--- config.mk ---
export PLATFORM = sky130hd
export DESIGN_NAME = multilevel_feedback_queue_sched_unit
export DESIGN_NICKNAME = d
export VERILOG_FILES = /design/src/hw/rtl/mlfq_pkg.sv /design/src/hw/rtl/multilevel_feedback_queue_sched_unit.sv
export SDC_FILE = /design/constraint.sdc
export NUM_CORES = 2
export LEC_CHECK = 0
export ABC_AREA = 0
export ABC_CLOCK_PERIOD_IN_PS = 53800
export BUFFER_PORTS_ARGS = -buffer_cell sky130_fd_sc_hd__buf_2
export CAP_MARGIN = 30
export CORE_ASPECT_RATIO = 0.6
export CORE_MARGIN = 2
export CORE_UTILIZATION = 48
export CTS_BUF_LIST = sky130_fd_sc_hd__clkbuf_16
export DETAILED_ROUTE_END_ITERATION = 7
export PLACE_DENSITY = 0.61
export SLEW_MARGIN = 20
export SYNTH_ARGS = -nofsm -noshare
export SYNTH_HDL_FRONTEND = slang
export SYNTH_SLANG_ARGS = --single-unit
--- constraint.sdc ---
create_clock -name clk -period 53.8 [get_ports clk]
set_input_delay 8.07 -clock clk [delete_from_list [all_inputs] [get_ports clk]]
set_output_delay 8.07 -clock clk [all_outputs]
set_load 0.01 [all_outputs]
--- src/hw/rtl/mlfq_pkg.sv ---
// ----------------------------------------------------------------------------
// mlfq_pkg: shared types and constants of the multilevel feedback queue
// Action and status codes, sequencer states and default sizes.
// ----------------------------------------------------------------------------
package mlfq_pkg;

	localparam int DEF_SLOTS     = 64;
	localparam int DEF_LEVELS    = 5;
	localparam int DEF_WAIT_BITS = 16;
	localparam int SLOT_W        = 6;
	localparam int LEVEL_W       = 3;
	localparam int AGE_W         = 16;
	localparam int AGE_RESET     = 30;

	localparam logic [1:0] ACT_ENQUEUE = 2'd0;
	localparam logic [1:0] ACT_TICK    = 2'd1;
	localparam logic [1:0] ACT_PICK    = 2'd2;
	localparam logic [1:0] ACT_REQUEUE = 2'd3;

	localparam logic [1:0] ST_DONE  = 2'd0;
	localparam logic [1:0] ST_DUP   = 2'd1;
	localparam logic [1:0] ST_EMPTY = 2'd2;

	typedef enum logic [2:0] {
		S_IDLE,
		S_PUT,
		S_TICK,
		S_AGE_SEL,
		S_AGE_SLOT,
		S_AGE_PUT,
		S_PICK_SEL,
		S_PICK_SLOT
	} seq_state_t;

endpackage

--- src/hw/rtl/multilevel_feedback_queue_sched_unit.sv ---
// ----------------------------------------------------------------------------
// multilevel_feedback_queue_sched_unit: MLFQ scheduler with aging
// Keeps per-level FIFOs of task slots and per-slot level and wait counters.
// ----------------------------------------------------------------------------
// Usage: a request is issued by holding start high with action, slot, level,
// quantum_used and any_running valid; it is taken at a rising edge where busy
// is low. Exactly one result follows: status, picked_valid, picked_slot and
// picked_level are valid for the single cycle in which done is high, and the
// receiver must take them then, since it cannot stall the block.
// A duplicate or out-of-range enqueue or requeue is answered from the idle
// state; an enqueue or requeue reads the slot table and then writes the
// slot's level and queue entry. A tick reads each slot's wait counter in turn
// and writes it back one higher, unless it is saturated or is the request's
// slot while any_running is set. A pick first ages levels 1 to LEVELS-1,
// taking each queued entry there through a queue-store read, a slot-table
// read and a write, then pops the winner the same way or, if none, ends.
// A new request may be taken in the cycle in which done is high. Reset empties
// all levels, clears every slot's level, wait count and queued flag, and sets
// age_limit to 30; no clearing pass is needed because the slot table carries a
// written flag per entry. age_limit sits at APB address 0; the user must write
// it only while busy is low, since the block itself does not enforce it.
// ----------------------------------------------------------------------------
module multilevel_feedback_queue_sched_unit
	import mlfq_pkg::*;
#(
	parameter int SLOTS     = DEF_SLOTS,
	parameter int LEVELS    = DEF_LEVELS,
	parameter int WAIT_BITS = DEF_WAIT_BITS
) (
	input  logic                clk,
	input  logic                arst_n,
	input  logic                start,
	output logic                busy,
	input  logic [1:0]          action,
	input  logic [SLOT_W-1:0]   slot,
	input  logic [LEVEL_W-1:0]  level,
	input  logic                quantum_used,
	input  logic                any_running,
	output logic                done,
	output logic [1:0]          status,
	output logic                picked_valid,
	output logic [SLOT_W-1:0]   picked_slot,
	output logic [LEVEL_W-1:0]  picked_level,
	input  logic                psel,
	input  logic                penable,
	input  logic                pwrite,
	input  logic [2:0]          paddr,
	input  logic [31:0]         pwdata,
	output logic [31:0]         prdata,
	output logic                pready
);

	localparam int SIW  = (SLOTS > 1) ? $clog2(SLOTS) : 1;
	localparam int CNTW = $clog2(SLOTS + 1);
	localparam int LVW  = (LEVELS > 1) ? $clog2(LEVELS) : 1;
	localparam int SAW  = $clog2(LEVELS * SLOTS);
	localparam int SMW  = LVW + WAIT_BITS;
	localparam int CW   = (WAIT_BITS > AGE_W) ? WAIT_BITS : AGE_W;
	localparam int EXW  = (CNTW > SLOT_W) ? CNTW : SLOT_W;

	localparam logic [LVW-1:0]       LV_TOP   = LVW'(LEVELS - 1);
	localparam logic [WAIT_BITS-1:0] WAIT_MAX = '1;

	function automatic logic [SAW-1:0] store_addr(input logic [LVW-1:0] lv,
		input logic [SIW-1:0] p);
		return SAW'(lv) * SAW'(SLOTS) + SAW'(p);
	endfunction

	function automatic logic [SIW-1:0] ptr_next(input logic [SIW-1:0] p);
		return (p == SIW'(SLOTS - 1)) ? '0 : SIW'(p + 1'b1);
	endfunction

	// Configuration
	logic [AGE_W-1:0] age_limit_q;

	assign pready = 1'b1;
	assign prdata = (paddr[2] == 1'b0) ? 32'(age_limit_q) : 32'd0;

	always_ff @(posedge clk or negedge arst_n) begin
		if (!arst_n) begin
			age_limit_q <= AGE_W'(AGE_RESET);
		end else if (psel && penable && pwrite && (paddr[2] == 1'b0)) begin
			age_limit_q <= pwdata[AGE_W-1:0];
		end
	end

	// State
	seq_state_t state_q, state_d;

	logic [SLOTS-1:0]  queued_q;
	logic [SLOTS-1:0]  written_q;
	logic [SIW-1:0]    head_q  [LEVELS];
	logic [SIW-1:0]    tail_q  [LEVELS];
	logic [CNTW-1:0]   count_q [LEVELS];

	logic [1:0]         act_q;
	logic [SLOT_W-1:0]  slot_q;
	logic [LEVEL_W-1:0] lvl_in_q;
	logic               qused_q;
	logic               run_q;
	logic [CNTW-1:0]    tc_q;
	logic [LVW-1:0]     age_lvl_q;
	logic [CNTW-1:0]    remain_q;
	logic [SLOT_W-1:0]  cur_slot_q;
	logic [LVW-1:0]     pk_lvl_q;

	// Memories
	logic [SLOT_W-1:0] store_mem [LEVELS*SLOTS];
	logic [SMW-1:0]    slot_mem  [SLOTS];
	logic [SLOT_W-1:0] store_rd_q;
	logic [SMW-1:0]    slot_rd_q;
	logic              slot_rd_vld_q;

	logic              st_we;
	logic [SAW-1:0]    st_wa, st_ra;
	logic [SLOT_W-1:0] st_wd;
	logic              sm_we;
	logic [SIW-1:0]    sm_wa, sm_ra;
	logic [SMW-1:0]    sm_wd;

	always_ff @(posedge clk) begin
		if (st_we) begin
			store_mem[st_wa] <= st_wd;
		end
		store_rd_q <= store_mem[st_ra];
		if (sm_we) begin
			slot_mem[sm_wa] <= sm_wd;
		end
		slot_rd_q <= slot_mem[sm_ra];
	end

	// An entry that was never written reads as level zero and wait zero.
	logic [LVW-1:0]       rd_lvl;
	logic [WAIT_BITS-1:0] rd_wait;
	assign rd_lvl  = slot_rd_vld_q ? slot_rd_q[SMW-1:WAIT_BITS] : '0;
	assign rd_wait = slot_rd_vld_q ? slot_rd_q[WAIT_BITS-1:0] : '0;

	// Sequencer outputs
	logic               put_en, take_en;
	logic [LVW-1:0]     put_lv, take_lv;
	logic               q_set, q_clr;
	logic [SIW-1:0]     q_idx;
	logic               res_en;
	logic [1:0]         res_status;
	logic               res_pv;
	logic [SLOT_W-1:0]  res_slot;
	logic [LVW-1:0]     res_lvl;
	logic               accept;

	assign accept = start && (state_q == S_IDLE);
	assign busy   = (state_q != S_IDLE);

	always_comb begin
		logic [LVW-1:0]  new_lvl;
		logic            promote;
		logic            found;
		logic [LVW-1:0]  first_lv;
		logic [EXW-1:0]  tick_idx;
		state_d    = state_q;
		put_en     = 1'b0;
		put_lv     = '0;
		take_en    = 1'b0;
		take_lv    = '0;
		q_set      = 1'b0;
		q_clr      = 1'b0;
		q_idx      = SIW'(cur_slot_q);
		res_en     = 1'b0;
		res_status = ST_DONE;
		res_pv     = 1'b0;
		res_slot   = '0;
		res_lvl    = '0;
		st_we      = 1'b0;
		st_wa      = '0;
		st_wd      = cur_slot_q;
		st_ra      = '0;
		sm_we      = 1'b0;
		sm_wa      = SIW'(cur_slot_q);
		sm_wd      = '0;
		sm_ra      = SIW'(slot);
		new_lvl    = '0;
		promote    = 1'b0;
		found      = 1'b0;
		first_lv   = '0;
		tick_idx   = EXW'(tc_q - 1'b1);

		unique case (state_q)
			S_IDLE: begin
				if (accept) begin
					priority if (action == ACT_TICK) begin
						state_d = S_TICK;
					end else if (action == ACT_PICK) begin
						state_d = S_AGE_SEL;
					end else if (32'(slot) >= SLOTS) begin
						res_en = 1'b1;
					end else if (queued_q[SIW'(slot)]) begin
						res_en     = 1'b1;
						res_status = ST_DUP;
					end else begin
						state_d = S_PUT;
					end
				end
			end
			S_PUT: begin
				if (act_q == ACT_ENQUEUE) begin
					new_lvl = (32'(lvl_in_q) >= LEVELS) ? LV_TOP : LVW'(lvl_in_q);
				end else if (qused_q && (rd_lvl != LV_TOP)) begin
					new_lvl = LVW'(rd_lvl + 1'b1);
				end else begin
					new_lvl = rd_lvl;
				end
				sm_we  = 1'b1;
				sm_wa  = SIW'(slot_q);
				sm_wd  = {new_lvl, {WAIT_BITS{1'b0}}};
				q_set  = 1'b1;
				q_idx  = SIW'(slot_q);
				if (32'(count_q[new_lvl]) < SLOTS) begin
					put_en = 1'b1;
					put_lv = new_lvl;
					st_we  = 1'b1;
					st_wa  = store_addr(new_lvl, tail_q[new_lvl]);
					st_wd  = slot_q;
				end
				res_en  = 1'b1;
				state_d = S_IDLE;
			end
			S_TICK: begin
				// Read slot tc while writing back slot tc-1.
				sm_ra = tc_q[SIW-1:0];
				if (tc_q != '0) begin
					sm_we = 1'b1;
					sm_wa = SIW'(tick_idx);
					if ((run_q && (tick_idx == EXW'(slot_q))) || (rd_wait == WAIT_MAX)) begin
						sm_wd = {rd_lvl, rd_wait};
					end else begin
						sm_wd = {rd_lvl, WAIT_BITS'(rd_wait + 1'b1)};
					end
				end
				if (tc_q == CNTW'(SLOTS)) begin
					res_en  = 1'b1;
					state_d = S_IDLE;
				end
			end
			S_AGE_SEL: begin
				st_ra = store_addr(age_lvl_q, head_q[age_lvl_q]);
				if (remain_q != '0) begin
					state_d = S_AGE_SLOT;
				end else if (age_lvl_q == LV_TOP) begin
					state_d = S_PICK_SEL;
				end
			end
			S_AGE_SLOT: begin
				sm_ra   = SIW'(store_rd_q);
				state_d = S_AGE_PUT;
			end
			S_AGE_PUT: begin
				promote = (CW'(rd_wait) > CW'(age_limit_q));
				new_lvl = promote ? LVW'(age_lvl_q - 1'b1) : age_lvl_q;
				take_en = 1'b1;
				take_lv = age_lvl_q;
				put_en  = 1'b1;
				put_lv  = new_lvl;
				st_we   = 1'b1;
				st_wa   = store_addr(new_lvl, tail_q[new_lvl]);
				if (promote) begin
					sm_we = 1'b1;
					sm_wd = {new_lvl, {WAIT_BITS{1'b0}}};
				end
				state_d = S_AGE_SEL;
			end
			S_PICK_SEL: begin
				for (int l = LEVELS - 1; l >= 0; l--) begin
					if (count_q[l] != '0) begin
						found    = 1'b1;
						first_lv = LVW'(l);
					end
				end
				st_ra = store_addr(first_lv, head_q[first_lv]);
				if (found) begin
					state_d = S_PICK_SLOT;
				end else begin
					res_en     = 1'b1;
					res_status = ST_EMPTY;
					state_d    = S_IDLE;
				end
			end
			S_PICK_SLOT: begin
				// The popped slot's level is kept; only its wait count clears.
				sm_ra   = SIW'(store_rd_q);
				state_d = S_PUT;
			end
			default: begin
				state_d = S_IDLE;
			end
		endcase

		// The pick's write-back shares the enqueue state, told apart by act_q.
		if (state_q == S_PUT && act_q == ACT_PICK) begin
			put_en   = 1'b0;
			st_we    = 1'b0;
			q_set    = 1'b0;
			q_clr    = 1'b1;
			q_idx    = SIW'(cur_slot_q);
			take_en  = 1'b1;
			take_lv  = pk_lvl_q;
			sm_wa    = SIW'(cur_slot_q);
			sm_wd    = {rd_lvl, {WAIT_BITS{1'b0}}};
			res_pv   = 1'b1;
			res_slot = cur_slot_q;
			res_lvl  = pk_lvl_q;
		end
	end

	always_ff @(posedge clk or negedge arst_n) begin
		if (!arst_n) begin
			state_q       <= S_IDLE;
			queued_q      <= '0;
			written_q     <= '0;
			slot_rd_vld_q <= 1'b0;
			done          <= 1'b0;
			tc_q          <= '0;
			age_lvl_q     <= '0;
			remain_q      <= '0;
			for (int l = 0; l < LEVELS; l++) begin
				head_q[l]  <= '0;
				tail_q[l]  <= '0;
				count_q[l] <= '0;
			end
		end else begin
			state_q       <= state_d;
			slot_rd_vld_q <= written_q[sm_ra];
			done          <= res_en;
			if (sm_we) begin
				written_q[sm_wa] <= 1'b1;
			end
			if (q_set) begin
				queued_q[q_idx] <= 1'b1;
			end
			if (q_clr) begin
				queued_q[q_idx] <= 1'b0;
			end
			for (int l = 0; l < LEVELS; l++) begin
				if (put_en && put_lv == LVW'(l)) begin
					tail_q[l] <= ptr_next(tail_q[l]);
				end
				if (take_en && take_lv == LVW'(l)) begin
					head_q[l] <= ptr_next(head_q[l]);
				end
				if ((put_en && put_lv == LVW'(l)) && !(take_en && take_lv == LVW'(l))) begin
					count_q[l] <= CNTW'(count_q[l] + 1'b1);
				end else if (!(put_en && put_lv == LVW'(l)) && (take_en && take_lv == LVW'(l))) begin
					count_q[l] <= CNTW'(count_q[l] - 1'b1);
				end
			end
			if (accept && action == ACT_TICK) begin
				tc_q <= '0;
			end else if (state_q == S_TICK) begin
				tc_q <= CNTW'(tc_q + 1'b1);
			end
			if (accept && action == ACT_PICK) begin
				age_lvl_q <= LVW'(1);
				remain_q  <= count_q[1];
			end else if (state_q == S_AGE_SEL && remain_q == '0 && age_lvl_q != LV_TOP) begin
				age_lvl_q <= LVW'(age_lvl_q + 1'b1);
				remain_q  <= count_q[LVW'(age_lvl_q + 1'b1)];
			end else if (state_q == S_AGE_PUT) begin
				remain_q <= CNTW'(remain_q - 1'b1);
			end
		end
	end

	// Payload registers
	always_ff @(posedge clk) begin
		if (accept) begin
			act_q    <= action;
			slot_q   <= slot;
			lvl_in_q <= level;
			qused_q  <= quantum_used;
			run_q    <= any_running;
		end
		if (state_q == S_AGE_SLOT || state_q == S_PICK_SLOT) begin
			cur_slot_q <= store_rd_q;
		end
		if (state_q == S_PICK_SEL) begin
			for (int l = LEVELS - 1; l >= 0; l--) begin
				if (count_q[l] != '0) begin
					pk_lvl_q <= LVW'(l);
				end
			end
		end
		if (res_en) begin
			status       <= res_status;
			picked_valid <= res_pv;
			picked_slot  <= res_slot;
			picked_level <= LEVEL_W'(res_lvl);
		end
	end

endmodule
==> results.sh <==
export IMPL_outcome="finished, final reports clean"
export IMPL_tns_ns=0
export IMPL_setup_violations=0
export IMPL_synthCells=8971
export IMPL_yosys_area_top_type_share=0.674
export IMPL_ant_nets=0
export IMPL_clock_skew_ns=0.0560
export IMPL_synth_top_flop_cell="edfxtp_1"
export IMPL_path_class="input port to primary output"
export IMPL_setup_ws_ns=37.19
export IMPL_synth_xor_area_share=0.00571
export IMPL_tightestPinTransition_ns=1.14
export IMPL_slew_violations=0
export IMPL_p_clk_frac=0.431
export IMPL_rsz0062_at_grt="false"
export IMPL_cts_sinks=3456
export IMPL_internal_power_mw=4.11
export IMPL_synth_compound_area_frac=0.0560
export IMPL_synthTopCellsByArea="edfxtp_1 (67%), mux4_2 (8.3%), dfrtp_1 (4.6%)"
export IMPL_drt_initial_drc_count=13468
export IMPL_syn_cell_area_um2=141000
export IMPL_vias=83920
export IMPL_wl_um=406000
export IMPL_p_leak_nw=50.4
export IMPL_antenna_found_initial=18
export IMPL_synthArstFlopShare=0.0755
export IMPL_syn_avg_cell_area_um2=15.7
export IMPL_die_area_um2=299000
export IMPL_worstPathMaxFanout=17
export IMPL_h_tree_depth=5
export IMPL_vias_per_cell=6.31
export IMPL_root_buffer="clkbuf_16"
export IMPL_die_x_um=704
export IMPL_hold_viol_final=0
export IMPL_numCtsBuffers=322
export IMPL_pre_cts_slack_ns=37.19
export IMPL_dp_hpwl_um=253000
export IMPL_core_um2=293000
export IMPL_post_cts_repair_setup_buffers=0
export IMPL_drive_gt1_frac=0.171
export IMPL_netlist_top_cell_by_area="edfxtp_1"
export IMPL_die_y_um=424
export IMPL_gr_usage_all_layers=0.267
export IMPL_synth_simple_area_share=0.0848
export IMPL_relSlewSlack=0.238
export IMPL_synthMuxAreaShare=0.103
export IMPL_fin_crit_ns=16.61
export IMPL_clock_latency_ns=0.93
export IMPL_min_period_over_period=0.309
export IMPL_synth_edf_count=3170
export IMPL_gr_total_overflow=0
export IMPL_grt_max_degree=187
export IMPL_ys_warn_count=0
export IMPL_ir_worst_vdd_v=0.0000270
export IMPL_cts_path_max_buffers=4
export IMPL_swShare=0.199
export IMPL_cellPowerDensity_nw_per_um2=32.5
export IMPL_cts_hold_fix_buffers=0
export IMPL_area_delta_synth_final_pct=11.6
export IMPL_synth_top_family_by_area="multiplexers"
export IMPL_ios=101
export IMPL_synthAdderAreaFrac=0.00700
export IMPL_seqPwrFrac=0.564
export IMPL_maxCapViolations=0
export IMPL_fmax_mhz=60.2
export IMPL_synthDistinctLibCells=97
export IMPL_combPwrFrac=0.004
export IMPL_cts_tree="done"
export IMPL_cp_required_ns=45.73
export IMPL_min_path_type="flip-flop to flip-flop"
export IMPL_cts_repair_resize_count=0
export IMPL_clk_pin_slew_worst_paths_ns=0.06
export IMPL_rrSetupSlack_ns=45.22
export IMPL_power_mw=5.12
export IMPL_power_switching_mw=1.02
export IMPL_portBuffers=65
export IMPL_synth_yosys_seq_area_share=0.724
export IMPL_worst_setup_path_end_kind="primary output"
export IMPL_post_route_drc_count=0
export IMPL_drt_pass1_iterations=6
export IMPL_grt_pass1_vias=78882
export IMPL_start_util=0.482
export IMPL_crit_path_start_kind="input port"
export IMPL_grt_pass1_wl_um=577000
export IMPL_drt_wirelength_per_cell_um=30.5
export IMPL_rows=154
export IMPL_crit_arrival_ns=8.54
export IMPL_gp_congestion=0.900
export IMPL_synth_seq_cells=3456
export IMPL_final_nets=9266
==> final cells by class <==
cell class	count	area (um^2)
tap	3900	4880
antenna	8	20.0
fill	23109	136000
multi-input combinational	4911	37300
clock buffer	333	8330
sequential	3456	102000
timing repair buffer	372	2990
clock inverter	240	1580
inverter	73	274
==> metal layers <==
layer	global-route usage	share of wire	vias to the layer above
li1	-	-	35078
met1	0.429	0.44	43292
met2	0.341	0.39	4967
met3	0.0965	0.15	569
met4	0.0605	0.023	14
met5	0.00629	0.0023	-
==> sequential cells by signal, indices dropped and copies added (netlist names), 2 cells and up <==
signal / cells
remain_q: 7
store_mem: 1920
pk_lvl_q: 3
queued_q: 64
state_q: 3
tc_q: 7
picked_level: 3
slot_q: 6
cur_slot_q: 6
tail_q: 30
lvl_in_q: 3
written_q: 64
status: 2
picked_slot: 6
head_q: 30
store_rd_q: 6
slot_rd_q: 19
act_q: 2
slot_mem: 1216
age_limit_q: 16
count_q: 35
age_lvl_q: 3
==> per-stage QoR <==
step | hold slack (ns) | utilization | instances | area [um^2]
final | 0.460 | 0.538 | 13293 | 158000
after floorplan | 0.409 | - | 8986 | 141000
after global routing | 0.472 | 0.538 | 13285 | 158000
after CTS | 0.464 | 0.536 | 13234 | 157000
after detailed placement | 0.444 | 0.502 | 12661 | 147000
after global placement | 0.444 | 0.500 | 12631 | 147000
==> power groups by stage <==
stage	Clock [mW]	Sequential, mW	Combinational (mW)
2_1_floorplan	0	2.95	0.0116
3_3_place_gp	0	2.95	0.0206
3_5_place_dp	0	2.95	0.0213
4_1_cts	2.23	2.89	0.0214
5_1_grt	2.33	2.89	0.0235
6_report	2.21	2.89	0.0209
==> synthesized netlist by cell type, drive strengths merged (21+ instances only) <==
cell type / count
edfxtp: 3170
nand2: 1204
mux4: 520
a21oi: 506
nor2: 493
nand3: 379
clkbuf: 279
buf: 267
dfrtp: 257
mux2i: 243
nor3: 183
a211oi: 171
o21ai: 153
nor2b: 106
ha: 71
or2: 71
inv: 69
and3: 60
xnor2: 60
a31oi: 54
o22ai: 50
nand4: 42
mux2: 37
and2: 35
a21o: 32
nor4: 32
xor2: 32
nand2b: 28
dfxtp: 25
a22oi: 22
a32o: 22
o211ai: 21
o221ai: 21
==> worst max-delay path: stages <==
cell and delay [ns]:
buf_2 0.25, nor2_1 0.08, buf_2 0.14
==> layout by cell type, fill, tap and decap left out, types with 41 or more instances in the layout <==
| master | instances |
|---|---|
| mux2i_1 | 242 |
| buf_2 | 90 |
| dfrtp_1 | 257 |
| clkinv_2 | 58 |
| and3_1 | 60 |
| nand3_1 | 376 |
| buf_4 | 229 |
| nor2b_1 | 106 |
| edfxtp_1 | 3170 |
| xnor2_1 | 60 |
| o21ai_0 | 141 |
| nor3_1 | 171 |
| o22ai_1 | 49 |
| a211oi_1 | 158 |
| nor2_1 | 404 |
| nor2_4 | 56 |
| nand4_1 | 41 |
| nand2_1 | 1195 |
| mux4_2 | 520 |
| or2_2 | 71 |
| ha_1 | 71 |
| a21oi_1 | 503 |
| a31oi_1 | 54 |
| clkbuf_16 | 333 |
| clkinv_1 | 64 |
| inv_1 | 152 |
==> final timing paths <==
check	startpoint	to	cells past startpoint
max in group asynchronous	arst_n	written_q[15]	3
hold reg to reg	written_q[0]	written_q[0]	1
min in group asynchronous	arst_n	queued_q[48]	1
setup reg to reg	count_q[8]	store_rd_q[3]	14
setup / recovery	paddr[2]	prdata[10]	3
hold / removal	written_q[0]	written_q[0]	1
==> cells by family (layout without fill, tap and decap cells) <==
group | count (synthesis) | count (layout)
XOR/XNOR | 92 | 92
other | 2 | 25
buffers and inverters | 619 | 1018
AND/OR/NAND/NOR | 2683 | 2683
flip-flops | 3456 | 3456
adder cells (fa/ha/maj) | 76 | 76
multiplexers | 800 | 800
AO/OA/AOI/OAI | 1243 | 1243
Power figures use the tool's default switching activity.
